===== src/sv/vem_pkg.sv =====
// ----------------------------------------------------------------------------
// vem_pkg: shared constants and types for vector error metrics
// Sequencer step codes and the command/status bundles that join the
// controller and the datapath.
// ----------------------------------------------------------------------------
package vem_pkg;

	localparam int MAX_LEN = 65536;
	localparam int CNT_W   = $clog2(MAX_LEN + 1);
	localparam int ACC_W   = 48;
	localparam int ROOT_W  = ACC_W / 2;
	localparam int DIV_W   = 64;

	// finishing sequence, run in this order
	localparam logic [3:0] STEP_DIV_MSE = 4'd0;
	localparam logic [3:0] STEP_SQ_MSE  = 4'd1;
	localparam logic [3:0] STEP_SQ_REF  = 4'd2;
	localparam logic [3:0] STEP_SQ_TEST = 4'd3;
	localparam logic [3:0] STEP_SQ_DIFF = 4'd4;
	localparam logic [3:0] STEP_MUL_DEN = 4'd5;
	localparam logic [3:0] STEP_DIV_COS = 4'd6;
	localparam logic [3:0] STEP_DIV_REL = 4'd7;

	typedef struct packed {
		logic       in_en;    // items may be taken
		logic       start;    // launch step
		logic [3:0] step;
		logic       publish;  // load result, clear accumulators
	} vem_cmd_t;

	typedef struct packed {
		logic unit_done;
		logic out_busy;
	} vem_status_t;

endpackage


===== src/sv/vem_ctrl.sv =====
// ----------------------------------------------------------------------------
// vem_ctrl: sequencer for vector error metrics
// Accepts pairs, then walks the divide/root/multiply steps after the last one.
// ----------------------------------------------------------------------------
module vem_ctrl (
	input  logic                 clk,
	input  logic                 arst_n,
	input  logic                 in_valid,
	input  logic                 in_last,
	input  vem_pkg::vem_status_t status,
	output vem_pkg::vem_cmd_t    cmd
);

	localparam logic [2:0] ST_ACC   = 3'd0;
	localparam logic [2:0] ST_DRAIN = 3'd1;
	localparam logic [2:0] ST_GO    = 3'd2;
	localparam logic [2:0] ST_WAIT  = 3'd3;
	localparam logic [2:0] ST_PUB   = 3'd4;

	logic [2:0] state_q;
	logic [3:0] step_q;

	always_ff @(posedge clk or negedge arst_n) begin
		if (!arst_n) begin
			state_q <= ST_ACC;
			step_q  <= vem_pkg::STEP_DIV_MSE;
		end else begin
			case (state_q)
				ST_ACC: begin
					if (in_valid && in_last) state_q <= ST_DRAIN;
				end
				ST_DRAIN: begin
					step_q  <= vem_pkg::STEP_DIV_MSE;
					state_q <= ST_GO;
				end
				ST_GO: state_q <= ST_WAIT;
				ST_WAIT: begin
					if (status.unit_done) begin
						if (step_q == vem_pkg::STEP_DIV_REL) begin
							state_q <= ST_PUB;
						end else begin
							step_q  <= step_q + 4'd1;
							state_q <= ST_GO;
						end
					end
				end
				ST_PUB: begin
					if (!status.out_busy) state_q <= ST_ACC;
				end
				default: state_q <= ST_ACC;
			endcase
		end
	end

	always_comb begin
		cmd.in_en   = (state_q == ST_ACC);
		cmd.start   = (state_q == ST_GO);
		cmd.step    = step_q;
		cmd.publish = (state_q == ST_PUB) && !status.out_busy;
	end

endmodule


===== config.mk =====
export PLATFORM = sky130hd
export DESIGN_NAME = vem_ctrl
export DESIGN_NICKNAME = d
export VERILOG_FILES = /design/src/sv/vem_pkg.sv /design/src/sv/vem_ctrl.sv
export SDC_FILE = /design/constraint.sdc
export NUM_CORES = 1
export LEC_CHECK = 0
export ABC_AREA = 1
export BUFFER_PORTS_ARGS = -buffer_cell sky130_fd_sc_hd__buf_2
export CAP_MARGIN = 10
export CORE_AREA = 2 2 39 41
export DETAILED_ROUTE_END_ITERATION = 12
export DIE_AREA = 0 0 41 43
export GPL_TIMING_DRIVEN = 0
export SLEW_MARGIN = 20
export SYNTH_ARGS = -nofsm -noshare
export SYNTH_HDL_FRONTEND = slang
export SYNTH_SLANG_ARGS = --single-unit

===== constraint.sdc =====
create_clock -name clk -period 2.1 [get_ports clk]
set_clock_uncertainty 0.1 [all_clocks]
set_input_delay 0.105 -clock clk [delete_from_list [all_inputs] [get_ports clk]]
set_output_delay 0.105 -clock clk [all_outputs]
set_load 0.02 [all_outputs]

* Word-level counts from Yosys, hierarchy flattened
Index checks and enable logic that the tools add are counted.
** Word-level totals
- Flip-flop bits (word level) :: 7
- Bits of input ports :: 6
** Operators by class
- Add/subtract/negate cells :: 1
- Equal/unequal tests :: 9
- Mux-type cells :: 8
- Reduce and logical (&&, ||, !) cells :: 7
** Operators with widths (count)
- 3-bit one-hot mux with 5 select lines :: 1
- 3-bit 2-to-1 mux :: 4
- 4-bit 2-to-1 mux :: 2
- 4-bit one-hot mux with 2 select lines :: 1
- 3-bit by 2-bit equality test with 1-bit output (second input constant) :: 2
- 2-bit != test (second input constant) :: 3
- 3-bit AND reduction :: 2
- 4-bit by 1-bit adder with 4-bit output (second input constant) :: 1
- 4-bit by 3-bit equality test with 1-bit output (second input constant) :: 1
- 3-bit by 1-bit equality test with 1-bit output (second input constant) :: 1
- 3-bit equality test (second input constant) :: 1
- 3-bit zero test :: 1
- 1-bit logical AND :: 2
- 2-bit by 1-bit != test with 1-bit output (second input constant) :: 1
- 2-bit nonzero test :: 1
- 1-bit zero test :: 1

* Logic depth before layout (Yosys ltp)
- Depth after elaboration :: 4
- Gate-level depth with buffers :: 8
- Mapped depth without buffers :: 8

* Least setup slack after synthesis
Ideal clock, no wire load.
- Path type :: register to output
- Start :: register state_q[2]
- End :: output cmd[0] (netlist name)
- Arrival time :: 1.206 ns
- Path slack :: 0.689 ns
- Cell stages (with the launch flop) :: 3
- Cells stage by stage :: dfrtp_1 inv_1 nor4_1
** RTL lines
- start, declared :: RTL line vem_ctrl.sv:20 : logic [2:0] state_q;
- start signal, assigned :: RTL line vem_ctrl.sv:25 : state_q <= ST_ACC;
- start signal, assigned :: RTL line vem_ctrl.sv:30 : if (in_valid && in_last) state_q <= ST_DRAIN;
- start signal, assigned :: RTL line vem_ctrl.sv:34 : state_q <= ST_GO;
- end, declared :: RTL line vem_ctrl.sv:11 : output vem_pkg::vem_cmd_t cmd

==> out/metrics.csv <==
stage,metric,value,unit
final_layout,final_nets,88,
pwr,ir_drop,0.480,mV
die,die_x,41,um
timing,post-route-min-period,1.41,ns
cts,path_clk_slew,0.05,ns
drt,drc,0,
setup_path,required,1.89,ns
setup_path,reg2reg_from,step_q[0],
placement,place_hpwl,723,um
die,die_area,1760,sq um
final_layout,antenna_cells,0,
final_layout,area_growth,26.3,%
synth,synth_edf_count,0,
cts,cts_root_buf,clkbuf_4,
timing,hold_violations,0,
setup_path,worst_r2r_endpoint,step_q[3],
synth,synth-seq-area-share,39.5,%
worst_hold_path,hold_class,in -> reg,
global_route,overflow,0,
global_route,antenna_found_initial,0,
worst_hold_path,hold_end,step_q[0],
cts,clk_latency,0.24,ns
timing,finalSetupViolations,0,
setup_path,critPathKind,reg -> out,
timing,min_period_over_period,67.1,%
cts,cts_buffer_depth,2,
synth,ys_types,15,
timing,final.setup.worst_slack,0.692,ns
timing,max_slew.worst_pin.slew,0.223,ns
placement,place_congestion,0.684,
timing,rsz0062_at_grt,false,
setup_path,cp_slowest_stage_delay,0.45,ns
setup_path,cp_num_buf_inv,2,
synth,synth_common_cells,"nand2_1 (21), nor2_1 (9), inv_1 (8), dfrtp_1 (7), nand3_1 (4)",
synth,ys_ff_latch,7,
synth,yosysTopAreaCell,dfrtp_1,
setup_path,crit_fanout,6,
synth,ys_warn_count,0,
synth,async_flop_share,100,%
global_route,grt_pass1_wl,1470,um
setup_path,arrival,1.20,ns
final_layout,instances_no_fill,96,
global_route,top_usage_layer,met1,
drt,drtIter0Drc,9,
setup_path,start_kind,flip-flop,
global_route,grt_use_met1,17.1,%
worst_hold_path,whs_path_depth,3,
final_layout,drive_above_1_share,26.3,%
setup_path,cp_top_family,flip-flops,
drt,dr.pass1.iters,4,
final_layout,fillers,153,
cts,cts_tree,yes,
die,io_pins,13,
die,row_count,14,
synth,synth.top_cell.area_share,39.5,%
setup_path,slowest_stage,dfrtp_1,
setup_path,path_cells,inv_1 -> nor4_1 -> buf_2,
setup_path,r2r_setup_slack,0.72,ns
timing,holdWs,0.0522,ns
timing,max_freq,710,MHz
pwr,leakage,0.334,nW
drt,drt.antenna.violating_nets,0,
pwr,total_power,0.000649,W
run_status,status,completed,
flow_run,cap_violations,0,
global_route,grt_max_degree,8,
cts,cts_made_buffers,3,
timing,setup_tns,0,ns
die,coreArea,1380,sq um
die,die_h,43,um
drt,drt-total-wl,825,um
global_route,grt_usage,12.2,%
synth,yosysMostFrequentCell,nand2_1,
synth,synth_ff_type,dfrtp_1,
drt,vias_per_cell,4.44,
placement,post-place-cells,91,
global_route,grt_use_met3,1.57,%
timing,maxSlewViolCount,0,
die,start_util,32.0,%
setup_path,r2r_cells,8,
setup_path,endpoint_kind,primary output,
cts,cts_sinks,7,
synth,syn_area,443,sq um
global_route,grt_util_met2,16.9,%
pwr,powerDensity,1160,nW/um^2
placement,pre_cts_ws,0.716,ns
synth,avgSynthCellArea,7.03,sq um
synth,syn_nets,70,
drt,vias,426,
timing,relSlewSlack,85.1,%
drt,avgRoutedWirePerCell,8.59,um
worst_hold_path,min_from,status[1],
synth,yosys-top-cells-area,"dfrtp_1 (40%), nand2_1 (18%), nor2_1 (7.6%), inv_1 (6.8%), nand3_1 (4.5%)",
synth,syn-instance-count,63,
cts,ctsHtreeMaxLevel,1,
placement,portBuffers,12,
global_route,first_global_vias,388,
-- how the worst max path moves through the flow --
stage	start	endpoint	slack, ns	cells after the start
6_report	state_q[2]	cmd[0]	0.69	3
5_1_grt	step_q[0]	step_q[3]	0.55	8
4_1_cts	state_q[2]	cmd[0]	0.66	3
3_5_place_dp	step_q[0]	step_q[3]	0.72	8
3_3_place_gp	step_q[0]	step_q[2]	0.73	8
2_1_floorplan	state_q[2]	cmd[0]	0.69	2
-- timing repair --
| action | 4_1_cts | 5_1_grt |
|---|---|---|
| endpoints found under the hold margin | 7 | 0 |
| buffers inserted | 0 | 0 |
| resized for setup | 0 | 0 |
| endpoints found under the setup margin | 0 | 0 |
| hold buffers | 1 | 0 |
-- routing by layer --
| metal | wire, um | share of wire (%) |
|---|---|---|
| met2 | 411 | 50 |
| met3 | 9 | 1.1 |
| met1 | 389 | 47 |
| met5 | 0 | 0 |
| met4 | 14 | 1.7 |
-- placed cells by master, fill, tap and decap left out, drive strengths merged --
cell	n
nor3	1
dfrtp	7
nor4	1
o21ai	3
dlygate4sd3	1
nand4	3
clkbuf	4
ha	1
inv	9
nor2	10
nand2	23
nand3	5
buf	12
-- cells by family (layout without fill, tap and decap cells) --
logic type	after synthesis	in the layout	share of synthesized area [%]
buf+inv	9	26	7.63
simple gates	43	43	46.6
compound gates	3	3	3.39
flops	7	7	39.5
fa+ha+maj	1	1	2.82
-- worst reg2reg max path, stage by stage (launching register included) --
cell     delay, ns
dfrtp_1       0.42
ha_1          0.23
nand2_1       0.09
nor2_1        0.06
nand2_1       0.11
inv_1         0.05
nor2_1        0.12
nand2_1       0.07
nand2_1       0.06
-- registers in the layout (all words and copies together) (netlist names) --
name     flops
step_q       4
state_q      3
-- through the flow --
step                utilization (%)  area, sq um
global route                   40.4          559
global placement               37.8          523
floorplan                         -          443
finish                         40.4          559
CTS                            40.4          559
detailed placement             37.8          523
-- cell type report --
cell class / instances / area (sq um) / area share (%)
multi-input cells: 47 / 234 / 41.8
clock buffers: 4 / 26.3 / 4.70
repair buffers: 13 / 70.1 / 12.5
flip-flops and latches: 7 / 175 / 31.3
inverters: 9 / 33.8 / 6.04
well taps: 16 / 20.0 / 3.58
-- report_power, final --
| group | switching [W] | total [W] | internal [W] |
|---|---|---|---|
| logic | 0.000203 | 0.000310 | 0.000106 |
| clock network | 0.0000419 | 0.000114 | 0.0000720 |
| registers | 0.0000509 | 0.000226 | 0.000175 |
| total | 0.000296 | 0.000649 | 0.000353 |
(Power assumes the default switching activity.)
